<file path="config.mk">
export PLATFORM = sky130hd
export DESIGN_NAME = sorted_timer_queue_unit
export DESIGN_NICKNAME = d
export VERILOG_FILES = /design/src/stq_pkg.sv /design/src/stq_front.sv /design/src/stq_cmd_fifo.sv /design/src/stq_back.sv /design/src/sorted_timer_queue_unit.sv
export SDC_FILE = /design/constraint.sdc
export NUM_CORES = 2
export LEC_CHECK = 0
export BUFFER_PORTS_ARGS = -buffer_cell sky130_fd_sc_hd__clkbuf_2
export CAP_MARGIN = 20
export CORE_UTILIZATION = 59
export CTS_BUF_LIST = sky130_fd_sc_hd__clkbuf_8
export DETAILED_ROUTE_END_ITERATION = 16
export PLACE_DENSITY = 0.85
export RECOVER_POWER = 100
export SYNTH_ARGS = -nofsm -noshare
export SYNTH_HDL_FRONTEND = slang
export SYNTH_SLANG_ARGS = --single-unit
</file>
<file path="constraint.sdc">
create_clock -name clk -period 7.3 [get_ports clk]
set_input_delay 1.095 -clock clk [delete_from_list [all_inputs] [get_ports clk]]
set_output_delay 1.095 -clock clk [all_outputs]
set_load 0.05 [all_outputs]
</file>
<file path="src/stq_pkg.sv">
// Shared types, constants and helpers for the sorted timer queue.
// Used by every module of the block; no dependencies.
`timescale 1ns / 1ps
package stq_pkg;

    localparam int SLOTS     = 16;
    localparam int TIME_BITS = 48;
    localparam int MAX_FIRES = 16;
    localparam int SLOT_W    = (SLOTS > 1) ? $clog2(SLOTS) : 1;
    localparam int CNT_W     = $clog2(SLOTS + 1);
    localparam int FIRE_W    = $clog2(MAX_FIRES + 1);
    localparam int CMDQ_AW   = 1;
    localparam int CMDQ_DEPTH = 2 ** CMDQ_AW;

    localparam logic [2:0] REQ_TICK   = 3'd0;
    localparam logic [2:0] REQ_ABS    = 3'd1;
    localparam logic [2:0] REQ_DELAY  = 3'd2;
    localparam logic [2:0] REQ_REPEAT = 3'd3;
    localparam logic [2:0] REQ_CANCEL = 3'd4;

    localparam logic REG_MS_PER_TICK = 1'b0;

    typedef logic [TIME_BITS-1:0] time_t;
    typedef logic [SLOT_W-1:0]    slot_t;
    typedef logic [CNT_W-1:0]     cnt_t;

    localparam time_t TIME_MAX = '1;

    typedef enum logic [2:0] {
        ST_IDLE    = 3'd0,
        ST_SCHED   = 3'd1,
        ST_REPEAT  = 3'd2,
        ST_CANCEL  = 3'd3,
        ST_EXPIRED = 3'd4
    } status_t;

    typedef enum logic [2:0] {
        OP_TICK,
        OP_ABS,
        OP_DELAY,
        OP_REPEAT,
        OP_CANCEL,
        OP_NOP
    } op_t;

    typedef struct packed {
        op_t   op;
        slot_t slot;
        time_t when;
        time_t ival;
    } cmd_t;

    typedef struct packed {
        logic       fire_valid;
        logic [3:0] fired_timer;
        logic       fired_repeating;
        logic       cancel_found;
        status_t    slot_status;
        logic       last;
    } result_t;

    typedef enum logic [2:0] {
        S_IDLE,
        S_TICK,
        S_HEAD,
        S_INS,
        S_FIND,
        S_SCHED,
        S_REQ_END,
        S_TICK_END
    } state_t;

    function automatic time_t clamp_ms(input logic [47:0] v);
        logic [63:0] w;
        w = 64'(v);
        return (w > 64'(TIME_MAX)) ? TIME_MAX : TIME_BITS'(w);
    endfunction

    function automatic time_t sat_add(input time_t a, input time_t b);
        logic [TIME_BITS:0] s;
        s = (TIME_BITS+1)'(a) + (TIME_BITS+1)'(b);
        return s[TIME_BITS] ? TIME_MAX : s[TIME_BITS-1:0];
    endfunction

endpackage

</file>
<file path="src/stq_front.sv">
// Front end: accepts request beats and decodes them into queue commands.
// Depends on stq_pkg.
`timescale 1ns / 1ps
module stq_front
    import stq_pkg::*;
(
    input  logic        s_tvalid,
    output logic        s_tready,
    input  logic [2:0]  req_type,
    input  logic [3:0]  timer_id,
    input  logic [47:0] when_ms,
    input  logic [47:0] interval_ms,
    input  logic        q_full,
    output logic        q_push,
    output cmd_t        q_cmd
);

    op_t op;

    always_comb
    begin
        unique case (req_type)
            REQ_TICK:   op = OP_TICK;
            REQ_ABS:    op = OP_ABS;
            REQ_DELAY:  op = OP_DELAY;
            REQ_REPEAT: op = OP_REPEAT;
            REQ_CANCEL: op = OP_CANCEL;
            default:    op = OP_NOP;
        endcase
        // turn requests to slots that do not exist into no-ops
        if (op != OP_TICK && 32'(timer_id) >= 32'(SLOTS))
        begin
            op = OP_NOP;
        end
    end

    assign s_tready   = !q_full;
    assign q_push     = s_tvalid && !q_full;
    assign q_cmd.op   = op;
    assign q_cmd.slot = SLOT_W'(timer_id);
    assign q_cmd.when = clamp_ms(when_ms);
    assign q_cmd.ival = clamp_ms(interval_ms);

endmodule

</file>
<file path="src/stq_cmd_fifo.sv">
// Short command queue between front end and back end.
// Depends on stq_pkg.
`timescale 1ns / 1ps
module stq_cmd_fifo
    import stq_pkg::*;
(
    input  logic clk,
    input  logic rst_n,
    input  logic push,
    input  cmd_t push_cmd,
    output logic full,
    output logic valid,
    input  logic pop,
    output cmd_t pop_cmd
);

    cmd_t                   mem_reg [CMDQ_DEPTH];
    logic [CMDQ_AW-1:0]     wr_reg, wr_next;
    logic [CMDQ_AW-1:0]     rd_reg, rd_next;
    logic [CMDQ_AW:0]       cnt_reg, cnt_next;

    assign full    = (cnt_reg == (CMDQ_AW+1)'(CMDQ_DEPTH));
    assign valid   = (cnt_reg != '0);
    assign pop_cmd = mem_reg[rd_reg];

    always_comb
    begin
        wr_next  = wr_reg;
        rd_next  = rd_reg;
        cnt_next = cnt_reg;
        if (push)
        begin
            wr_next = wr_reg + 1'b1;
        end
        if (pop)
        begin
            rd_next = rd_reg + 1'b1;
        end
        if (push && !pop)
        begin
            cnt_next = cnt_reg + 1'b1;
        end
        else if (pop && !push)
        begin
            cnt_next = cnt_reg - 1'b1;
        end
    end

    always_ff @(posedge clk or negedge rst_n)
    begin
        if (!rst_n)
        begin
            wr_reg  <= '0;
            rd_reg  <= '0;
            cnt_reg <= '0;
        end
        else
        begin
            wr_reg  <= wr_next;
            rd_reg  <= rd_next;
            cnt_reg <= cnt_next;
        end
    end

    always_ff @(posedge clk)
    begin
        if (push)
        begin
            mem_reg[wr_reg] <= push_cmd;
        end
    end

endmodule

</file>
<file path="src/stq_back.sv">
// Back end: sequencer that owns the timer slots and the sorted queue,
// walks the queue one entry a cycle and drives the result register.
// Depends on stq_pkg.
`timescale 1ns / 1ps
module stq_back
    import stq_pkg::*;
(
    input  logic       clk,
    input  logic       rst_n,
    input  logic [9:0] ms_per_tick,
    input  logic       cmd_valid,
    input  cmd_t       cmd,
    output logic       cmd_pop,
    output logic       out_valid,
    input  logic       out_ready,
    output result_t    out_res
);

    state_t         state_reg, state_next;
    state_t         ret_reg, ret_next;
    cmd_t           cmd_reg, cmd_next;
    time_t          now_reg, now_next;
    time_t          ft_reg [SLOTS];
    time_t          ft_next [SLOTS];
    time_t          iv_reg [SLOTS];
    time_t          iv_next [SLOTS];
    status_t        st_reg [SLOTS];
    status_t        st_next [SLOTS];
    slot_t          ord_reg [SLOTS];
    slot_t          ord_next [SLOTS];
    cnt_t           cnt_reg, cnt_next;
    cnt_t           pos_reg, pos_next;
    logic [FIRE_W-1:0] nfire_reg, nfire_next;
    slot_t          slot_reg, slot_next;
    logic           found_reg, found_next;
    logic           pend_valid_reg, pend_valid_next;
    result_t        pend_reg, pend_next;
    logic           out_valid_reg, out_valid_next;
    result_t        out_reg, out_next;

    slot_t  head_slot;
    logic   head_due;
    logic   head_rep;
    slot_t  walk_idx;
    logic   walk_more;
    logic   find_hit;
    logic   find_end;
    logic   out_free;

    assign head_slot = ord_reg[0];
    assign head_rep  = (iv_reg[head_slot] != '0);
    assign head_due  = (cnt_reg != '0) && (nfire_reg != FIRE_W'(MAX_FIRES))
                       && (ft_reg[head_slot] <= now_reg);
    assign walk_idx  = pos_reg[SLOT_W-1:0];
    assign walk_more = (pos_reg < cnt_reg)
                       && (ft_reg[ord_reg[walk_idx]] <= ft_reg[slot_reg]);
    assign find_end  = (pos_reg >= cnt_reg);
    assign find_hit  = !find_end && (ord_reg[walk_idx] == slot_reg);
    assign out_free  = !out_valid_reg || out_ready;

    assign out_valid = out_valid_reg;
    assign out_res   = out_reg;

    // next state
    always_comb
    begin
        state_next = state_reg;
        unique case (state_reg)
            S_IDLE:
            begin
                if (cmd_valid)
                begin
                    if (cmd.op == OP_TICK)
                        state_next = S_TICK;
                    else if (cmd.op == OP_NOP)
                        state_next = S_TICK_END;
                    else
                        state_next = S_FIND;
                end
            end
            S_TICK:
                state_next = S_HEAD;
            S_HEAD:
            begin
                if (!head_due)
                    state_next = S_TICK_END;
                else if (pend_valid_reg && !out_free)
                    state_next = S_HEAD;
                else if (head_rep)
                    state_next = S_INS;
            end
            S_INS:
            begin
                if (!walk_more)
                    state_next = ret_reg;
            end
            S_FIND:
            begin
                if (find_hit || find_end)
                    state_next = S_SCHED;
            end
            S_SCHED:
                state_next = (cmd_reg.op == OP_CANCEL) ? S_REQ_END : S_INS;
            S_REQ_END, S_TICK_END:
            begin
                if (out_free)
                    state_next = S_IDLE;
            end
            default:
                state_next = S_IDLE;
        endcase
    end

    // datapath and outputs
    always_comb
    begin
        ret_next        = ret_reg;
        cmd_next        = cmd_reg;
        now_next        = now_reg;
        ft_next         = ft_reg;
        iv_next         = iv_reg;
        st_next         = st_reg;
        ord_next        = ord_reg;
        cnt_next        = cnt_reg;
        pos_next        = pos_reg;
        nfire_next      = nfire_reg;
        slot_next       = slot_reg;
        found_next      = found_reg;
        pend_valid_next = pend_valid_reg;
        pend_next       = pend_reg;
        out_valid_next  = out_valid_reg && !out_ready;
        out_next        = out_reg;
        cmd_pop         = 1'b0;

        unique case (state_reg)
            S_IDLE:
            begin
                cmd_pop = cmd_valid;
                if (cmd_valid)
                begin
                    cmd_next        = cmd;
                    slot_next       = cmd.slot;
                    pos_next        = '0;
                    found_next      = 1'b0;
                    pend_valid_next = 1'b0;
                end
            end
            S_TICK:
            begin
                now_next   = sat_add(now_reg, TIME_BITS'(ms_per_tick));
                nfire_next = '0;
            end
            S_HEAD:
            begin
                if (head_due && (!pend_valid_reg || out_free))
                begin
                    // previous fire is not the final beat: release it
                    if (pend_valid_reg)
                    begin
                        out_valid_next = 1'b1;
                        out_next       = pend_reg;
                        out_next.last  = 1'b0;
                    end
                    for (int j = 0; j < SLOTS - 1; j++)
                    begin
                        ord_next[j] = ord_reg[j+1];
                    end
                    cnt_next   = cnt_reg - 1'b1;
                    nfire_next = nfire_reg + 1'b1;
                    pend_valid_next           = 1'b1;
                    pend_next.fire_valid      = 1'b1;
                    pend_next.fired_timer     = 4'(head_slot);
                    pend_next.fired_repeating = head_rep;
                    pend_next.cancel_found    = 1'b0;
                    pend_next.slot_status     = head_rep ? st_reg[head_slot] : ST_EXPIRED;
                    pend_next.last            = 1'b0;
                    if (head_rep)
                    begin
                        ft_next[head_slot] = sat_add(now_reg, iv_reg[head_slot]);
                        slot_next          = head_slot;
                        pos_next           = '0;
                        ret_next           = S_HEAD;
                    end
                    else
                    begin
                        st_next[head_slot] = ST_EXPIRED;
                    end
                end
            end
            S_INS:
            begin
                if (walk_more)
                begin
                    pos_next = pos_reg + 1'b1;
                end
                else if (cnt_reg < CNT_W'(SLOTS))
                begin
                    // open a gap at pos and drop the slot in
                    for (int j = 1; j < SLOTS; j++)
                    begin
                        if (CNT_W'(j) > pos_reg)
                            ord_next[j] = ord_reg[j-1];
                    end
                    for (int j = 0; j < SLOTS; j++)
                    begin
                        if (CNT_W'(j) == pos_reg)
                            ord_next[j] = slot_reg;
                    end
                    cnt_next = cnt_reg + 1'b1;
                end
            end
            S_FIND:
            begin
                if (find_hit)
                begin
                    for (int j = 0; j < SLOTS - 1; j++)
                    begin
                        if (CNT_W'(j) >= pos_reg)
                            ord_next[j] = ord_reg[j+1];
                    end
                    cnt_next          = cnt_reg - 1'b1;
                    found_next        = 1'b1;
                    st_next[slot_reg] = ST_CANCEL;
                end
                else if (!find_end)
                begin
                    pos_next = pos_reg + 1'b1;
                end
            end
            S_SCHED:
            begin
                if (cmd_reg.op != OP_CANCEL)
                begin
                    ft_next[slot_reg] = (cmd_reg.op == OP_ABS) ? cmd_reg.when
                                        : sat_add(now_reg, cmd_reg.when);
                    iv_next[slot_reg] = (cmd_reg.op == OP_REPEAT) ? cmd_reg.ival : '0;
                    st_next[slot_reg] = (cmd_reg.op == OP_REPEAT) ? ST_REPEAT : ST_SCHED;
                    pos_next          = '0;
                    ret_next          = S_REQ_END;
                end
            end
            S_REQ_END:
            begin
                if (out_free)
                begin
                    out_valid_next           = 1'b1;
                    out_next.fire_valid      = 1'b0;
                    out_next.fired_timer     = '0;
                    out_next.fired_repeating = 1'b0;
                    out_next.cancel_found    = found_reg;
                    out_next.slot_status     = st_reg[slot_reg];
                    out_next.last            = 1'b1;
                end
            end
            S_TICK_END:
            begin
                if (out_free)
                begin
                    out_valid_next = 1'b1;
                    if (pend_valid_reg)
                    begin
                        out_next = pend_reg;
                    end
                    else
                    begin
                        out_next.fire_valid      = 1'b0;
                        out_next.fired_timer     = '0;
                        out_next.fired_repeating = 1'b0;
                        out_next.cancel_found    = 1'b0;
                        out_next.slot_status     = ST_IDLE;
                    end
                    out_next.last   = 1'b1;
                    pend_valid_next = 1'b0;
                end
            end
            default:
            begin
            end
        endcase
    end

    always_ff @(posedge clk or negedge rst_n)
    begin
        if (!rst_n)
        begin
            state_reg      <= S_IDLE;
            ret_reg        <= S_IDLE;
            now_reg        <= '0;
            cnt_reg        <= '0;
            pos_reg        <= '0;
            nfire_reg      <= '0;
            found_reg      <= 1'b0;
            pend_valid_reg <= 1'b0;
            out_valid_reg  <= 1'b0;
            for (int j = 0; j < SLOTS; j++)
            begin
                st_reg[j] <= ST_IDLE;
            end
        end
        else
        begin
            state_reg      <= state_next;
            ret_reg        <= ret_next;
            now_reg        <= now_next;
            cnt_reg        <= cnt_next;
            pos_reg        <= pos_next;
            nfire_reg      <= nfire_next;
            found_reg      <= found_next;
            pend_valid_reg <= pend_valid_next;
            out_valid_reg  <= out_valid_next;
            st_reg         <= st_next;
        end
    end

    always_ff @(posedge clk)
    begin
        cmd_reg  <= cmd_next;
        ft_reg   <= ft_next;
        iv_reg   <= iv_next;
        ord_reg  <= ord_next;
        slot_reg <= slot_next;
        pend_reg <= pend_next;
        out_reg  <= out_next;
    end

endmodule

</file>
<file path="src/sorted_timer_queue_unit.sv">
// Sorted timer queue: a schedule or cancel request does a find walk, one queue
// entry a cycle, and a schedule then an insert walk at the same rate; a tick
// advances the clock and fires due timers one by one, holding while the output
// is busy, with an insert walk for each repeating one. One request is carried out at a time; a two-entry
// command queue lets up to two more beats be taken meanwhile.
// Reset is asynchronous: clock, queue and slot status clear at once, no sweep.
`timescale 1ns / 1ps
module sorted_timer_queue_unit
    import stq_pkg::*;
(
    input  logic         clk,
    input  logic         rst_n,
    input  logic         psel,
    input  logic         penable,
    input  logic         pwrite,
    input  logic [2:0]   paddr,
    input  logic [31:0]  pwdata,
    output logic [31:0]  prdata,
    output logic         pready,
    input  logic         s_tvalid,
    output logic         s_tready,
    // [3:0] timer_id, [51:4] when_ms, [99:52] interval_ms, rest zero
    input  logic [103:0] s_tdata,
    // [2:0] req_type
    input  logic [2:0]   s_tuser,
    output logic         m_tvalid,
    input  logic         m_tready,
    // [3:0] fired_timer, [4] fired_repeating, [5] cancel_found, [8:6] slot_status
    output logic [15:0]  m_tdata,
    // [0] fire_valid
    output logic         m_tuser,
    output logic         m_tlast
);

    logic [9:0] ms_per_tick_reg;
    logic       q_full;
    logic       q_push;
    cmd_t       q_cmd;
    logic       q_valid;
    logic       q_pop;
    cmd_t       q_out;
    result_t    res;

    assign pready = 1'b1;
    assign prdata = (paddr[2] == REG_MS_PER_TICK) ? {22'd0, ms_per_tick_reg} : 32'd0;

    always_ff @(posedge clk or negedge rst_n)
    begin
        if (!rst_n)
        begin
            ms_per_tick_reg <= 10'd1;
        end
        else if (psel && penable && pwrite && paddr[2] == REG_MS_PER_TICK)
        begin
            ms_per_tick_reg <= pwdata[9:0];
        end
    end

    stq_front u_front (
        .s_tvalid    (s_tvalid),
        .s_tready    (s_tready),
        .req_type    (s_tuser),
        .timer_id    (s_tdata[3:0]),
        .when_ms     (s_tdata[51:4]),
        .interval_ms (s_tdata[99:52]),
        .q_full      (q_full),
        .q_push      (q_push),
        .q_cmd       (q_cmd)
    );

    stq_cmd_fifo u_fifo (
        .clk      (clk),
        .rst_n    (rst_n),
        .push     (q_push),
        .push_cmd (q_cmd),
        .full     (q_full),
        .valid    (q_valid),
        .pop      (q_pop),
        .pop_cmd  (q_out)
    );

    stq_back u_back (
        .clk         (clk),
        .rst_n       (rst_n),
        .ms_per_tick (ms_per_tick_reg),
        .cmd_valid   (q_valid),
        .cmd         (q_out),
        .cmd_pop     (q_pop),
        .out_valid   (m_tvalid),
        .out_ready   (m_tready),
        .out_res     (res)
    );

    assign m_tdata = {7'd0, res.slot_status, res.cancel_found, res.fired_repeating,
                      res.fired_timer};
    assign m_tuser = res.fire_valid;
    assign m_tlast = res.last;

endmodule
</file>
Word level (Yosys, flattened, before mapping)
Memories as Yosys holds them, arrays and structs flattened.
Index checks and enable logic that the tools add are counted.

word-level totals
  register bits = 1856
  memory bits (writable) = 206
  word-level logic and storage cells = 466
  memories kept = 1

cells by class
  add/subtract/negate cells = 11
  $lt $le $gt $ge = 41
  equality and inequality tests = 81
  mux-type cells = 156
  bitwise logic cells = 12
  reductions and logical operators = 74

memory list
  name            words  bits a word  read ports  clocked after Yosys merged registers in  wr ports  RTL line            text
  u_fifo.mem_reg  2      103          1           0                                        1         stq_cmd_fifo.sv:17  cmd_t mem_reg [CMDQ_DEPTH];

operator list
  operator              number
  $bwmux W768           3
  $mux W768             3
  $pmux W768 S2         1
  $mux W48              19
  $bmux W48 S4          4
  $demux W48 S4         2
  $mux W4               51
  $pmux W60 S3          1
  $pmux W48 S3          1
  $mux W64              2
  $mux W60              2
  $reduce_and A7 Y1     15
  $add A48 B48 Y49      2
  $le A48 B48 Y1        2
  $mux W5               12
  $ne A2 B1 Y1 const B  28
  $mux W3               18
  $add A48 B10 Y49      1
  $bwmux W48            1
  $reduce_bool A48 Y1   1
  $mux W11              4
  $ne A3 B1 Y1 const B  14
  $eq A4 B5 Y1 const A  8
  $gt A4 B5 Y1 const A  8
  67 further kinds      172

Longest topological paths before layout
  depth after elaboration = 12
  gate-level depth with buffers = 24

Cells and area by module
Synthesis repeated with hierarchy kept, for this count alone.

unflattened totals
  cells, all modules = 8071
  area, all modules = 109508.8 um^2

by module, submodules not included
  module                   instances  cells each  area each (um^2)  seq. area each (um^2)
  stq_back                 1          7564        100121.0          54687.4
  stq_cmd_fifo             1          337         7873.8            6286.0
  stq_front                1          105         778.2             0.0
  sorted_timer_queue_unit  1          65          735.7             251.5

Least setup slack after synthesis
Ideal clock, no wire load.

  kind = reg2reg
  start = reg u_back.ord_reg (netlist bit u_back.head_slot[0])
  end = reg u_back.ft_reg[144] (netlist name) (enable)
  library setup time = 0.470 ns
  arrival = 7.486 ns
  data required time = 6.830 ns
  path slack = -0.656 ns
  stages on the path, launching flop included = 18
  period minus slack after synthesis = 7.956 ns
  cells stage by stage = edfxtp_1 > buf_2 > buf_4 > buf_2 > buf_1 > clkbuf_1 > mux4_2 > mux4_2 > ha_1 > nand4_1 > or4_1 > or3_1 > o21ai_0 > nand3_1 > inv_1 > a21oi_2 > buf_2 > a21oi_1

on the way
  longest elaborated chain between the ends = 9
  elaborated cells on any way between the ends = 14
  classes of those cells = order compare (1); eq/ne (2); mux (6); bitwise (1); reduce/logical (4)

RTL lines
  what                                         RTL line                        text
  start, declared                              stq_back.sv:29                  slot_t ord_reg [SLOTS];
  start signal, assigned                       stq_back.sv:320                 ord_reg <= ord_next;
  $not A4 Y5 (implied by the code) *           stq_back.sv:51, stq_back.sv:53
  $bmux W48 S4                                 stq_back.sv:53                  && (ft_reg[head_slot] <= now_reg);
  $mux W48 (implied by the code) (2 in a row)  stq_back.sv:53
  $le A48 B48 Y1                               stq_back.sv:53
  $logic_and A1 B1 Y1                          stq_back.sv:53
  $logic_and A1 B1 Y1                          stq_back.sv:155                 if (head_due && (!pend_valid_reg || out_free))
  $ne A2 B1 Y1 (no source line)                n/a
  $reduce_and A4 Y1 (no source line) *         n/a
  end signal, assigned                         stq_back.sv:318                 ft_reg <= ft_next;
  end, declared                                stq_back.sv:23                  time_t ft_reg [SLOTS];

Every way passes the cells marked *; elsewhere a longest branch is shown, timed or not. The select of a mux whose other input is x is not followed.
A chain may end at the register's enable or synchronous reset.

==> impl_metrics.env <==
export IMPL_run_status="complete, but fails checks"
export IMPL_failing_checks="capacitance limit, slew limit, setup timing"
export IMPL_fp_row_count=156
export IMPL_final_setup_skew_ps=105
export IMPL_detailedPlacementHpwl_um=212000
export IMPL_floorplan_initialDensity_pct=59.4
export IMPL_fraction_of_final_layout_cells_with_drive_strength_greater_than_1_pct=25.8
export IMPL_irDropWorstVdd_mv=0.593
export IMPL_setup_slack_after_layout_ps=-511
export IMPL_fillerInstances=11700
export IMPL_instances_no_fill=9800
export IMPL_ys_seq_elements=2061
export IMPL_rsz0062_at_grt="no"
export IMPL_cts_sinks=2061
export IMPL_reg2reg_slack_ps=-510
export IMPL_tcrit_tclk_final_pct=107
export IMPL_maximum_number_of_pins_on_one_net_before_global_route_repair=115
export IMPL_end_kind="flip-flop"
export IMPL_power_per_cell_area_nw_per_um2=477
export IMPL_clk_transition_reported_paths_ps=70
export IMPL_dr_first_iter_drc_count=14300
export IMPL_global_route_overflow_total=0
export IMPL_cts_root_buffer_cell="clkbuf_8"
export IMPL_worst_skew_pair_late_latency_ps=1130
export IMPL_worstHoldPathType="input pin to flip-flop"
export IMPL_worst_case_hold_slack_ps=172
export IMPL_route_vias_total=76700
export IMPL_power_share_sequential_pct=28.5
export IMPL_die_h_um=429
export IMPL_p_leak_nw=39.8
export IMPL_die_width_um=429
export IMPL_netlist_cell_type_count=91
export IMPL_synth_yosys_warnings=0
export IMPL_comb_pwr_share_pct=54.6
export IMPL_endpoint="u_back.ft_reg[471]"
export IMPL_maxCapViolations=35
export IMPL_ioPinCount=202
export IMPL_numPlacedInstances=9209
export IMPL_synth_cells=7025
export IMPL_total_global_routing_track_utilization_pct=37.6
export IMPL_totalPowerFinal_w=0.0560
export IMPL_worstReg2RegStart="u_back.slot_reg[3]"
export IMPL_maxSlewViolCount=1367
export IMPL_gpl_final_weighted_congestion=0.967
export IMPL_cts_post_setup_buffers_inserted=0
export IMPL_crit_arrival_ps=8430
export IMPL_drc=0
export IMPL_route_detailed_vias_per_inst=7.82
export IMPL_required_ps=7920
export IMPL_grt_pass1_wl_um=499000
export IMPL_async_flop_share_pct=6.45
export IMPL_port_buffers=143
export IMPL_r2r_end="u_back.ft_reg[471]"
export IMPL_worst_slew_pin_slew_ps=4340
export IMPL_cts_hold_fix_buffers=0
export IMPL_crit_type="flip-flop to flip-flop"
export IMPL_syn_to_final_growth_pct=9.07
export IMPL_report_final_hold_viol_count=0
export IMPL_detail_route_wl_per_cell_um=35.9
export IMPL_cts_buffers_inserted=339
export IMPL_p_sw_share_pct=43.7
export IMPL_max_freq_ghz=0.128
export IMPL_crit_start="u_back.slot_reg[3]"
export IMPL_grt_pass1_vias=76800
export IMPL_nets=7554
export IMPL_switching_power_summed_over_all_nets_w=0.0245
export IMPL_synth_enable_flop_cells=1928
export IMPL_critPathMaxFanout=72
export IMPL_synthesis_area_sq_um=108000
export IMPL_min_period_ps=7810
export IMPL_synth_yosys_seq_area_share_pct=56.9
export IMPL_clock_path_buffers=4
export IMPL_synthesized_area_per_cell_sq_um=15.3
export IMPL_finalSetupViolCount=309
export IMPL_number_of_cells_traversed_by_the_worst_register_to_register_path=8
export IMPL_grt_antenna_before_repair=16
export IMPL_p_clk_share_pct=16.9
export IMPL_start_kind="flip-flop"
export IMPL_cts_max_level=5
export IMPL_cts_tree="yes"
export IMPL_p_int_w=0.0315
export IMPL_die_area_sq_um=184000
export IMPL_max_slew_margin_pct=-190
export IMPL_drt_total_wl_um=351000
export IMPL_place_worst_setup_slack_ps=434
export IMPL_route_antenna_remaining_nets=0
export IMPL_core_area_sq_um=181000
export IMPL_firstDrtPassIters=8
export IMPL_dominantRegCellSynth="edfxtp_1"
[worst min-delay path by stage]
stage	end	cells past startpoint	from
6_report	u_fifo.mem_reg[0][44]	1	s_tdata[96]
3_5_place_dp	u_back.ret_reg[1]	2	u_back.ret_reg[1]
2_1_floorplan	u_back.ret_reg[1]	2	u_back.ret_reg[1]
5_1_grt	u_fifo.mem_reg[0][44]	1	s_tdata[96]
4_1_cts	u_back.cnt_reg[2]	1	rst_n
3_3_place_gp	u_back.ret_reg[1]	2	u_back.ret_reg[1]
[worst max-delay path, stage by stage (launching register included)]
cell	delay, ps
edfxtp_1	320
clkbuf_2	2190
clkinv_1	1360
nand2_1	680
nor2_1	190
nand2_1	700
buf_4	880
a21oi_1	220
clkbuf_4	630
[Yosys cell counts (15+ instances only)]
cell type	instances	area share, %
o22ai_1	798	4.6
buf_2	76	0.35
edfxtp_1	1928	54
buf_1	81	0.28
buf_4	34	0.24
a22o_1	18	0.15
nand2_1	303	1.1
o21ai_0	234	1.1
dfrtp_1	132	3.1
o31ai_1	24	0.17
xnor2_1	75	0.61
a21oi_1	240	1.1
o211ai_1	18	0.13
a21o_1	73	0.51
and3_1	31	0.18
o21a_1	29	0.20
nor2_1	234	0.82
clkbuf_1	472	1.6
nand2b_1	25	0.15
nand3_1	77	0.36
a31oi_1	23	0.13
mux4_2	957	20
or3_1	17	0.099
nor4_1	20	0.12
and2_1	68	0.40
a2bb2oi_1	15	0.12
ha_1	217	2.5
nor3_1	49	0.23
xor2_1	35	0.28
inv_1	148	0.52
mux2i_1	96	0.89
nand4_1	54	0.31
mux2_2	168	1.8
a211oi_1	20	0.14
nor2b_1	42	0.24
[kinds of logic (layout without fill, tap and decap cells)]
kind of cell / Yosys count / after routing / share of synthesized area (%)
muxes: 1221 / 1221 / 22.7
adders and majority gates: 221 / 221 / 2.60
buffers and inverters: 817 / 1182 / 3.07
AOI/OAI and AO/OA: 1624 / 1624 / 9.52
and+or+nand+nor: 969 / 969 / 4.30
other: 2 / 42 / 0.00698
xor gates and xnor gates: 110 / 110 / 0.896
DFF: 2061 / 2061 / 56.9
[cell type report]
class                           instances  area, sq um  share of cell area, %
Timing Repair Buffer                  454         3130                   2.67
Clock inverter                        227         1220                   1.04
Multi-Input combinational cell       4175        43400                   37.0
Antenna cell                           12         30.0                 0.0256
Tap cell                             2370         2970                   2.53
Clock buffer                          348         4790                   4.08
Sequential cell                      2061        61200                   52.2
Inverter                              153          578                  0.493
[cells in the final DEF (no fill, tap or decap), drive strengths merged, types with 109 or more instances in the layout]
cell type	instances
clkinv	109
mux4	957
o21ai	244
nor2	236
ha	217
a21oi	243
buf	199
mux2	168
inv	249
edfxtp	1928
o22ai	808
clkbuf	603
nand2	304
dfrtp	132
[what timing repair did]
item | CTS | global route
resized for setup | 0 | 1
endpoints found under the setup margin | 0 | 12
endpoints found under the hold margin | 0 | 0
[power by group through the flow]
| stage | Clock (W) | Sequential, W | Combinational (W) |
|---|---|---|---|
| finish | 0.00948 | 0.0160 | 0.0306 |
| global route | 0.00992 | 0.0160 | 0.0314 |
| CTS | 0.00945 | 0.0158 | 0.0296 |
| detailed placement | 0 | 0.0161 | 0.0294 |
| global placement | 0 | 0.0160 | 0.0286 |
| floorplan | 0 | 0.0157 | 0.0199 |
[metrics by stage]
| stage | TNS (ps) | utilization [%] | area (sq um) |
|---|---|---|---|
| 3_5_place_dp | 0 | 62.0 | 112000 |
| 5_1_grt | 0 | 64.8 | 117000 |
| 3_3_place_gp | 0 | 62.0 | 112000 |
| 2_1_floorplan | -445410 | - | 108000 |
| 6_report | -38850 | 64.8 | 117000 |
| 4_1_cts | 0 | 65.3 | 118000 |
[per-layer routing]
metal  track usage [%]  part of all wire, %  up-vias
met3              15.0                   16     2297
met1              42.6                   30    37000
li1                  -                    -    29400
met2              58.4                   46     7875
met4              26.4                  8.7       24
met5             0.937                 0.11        -
(Power assumes the default switching activity.)
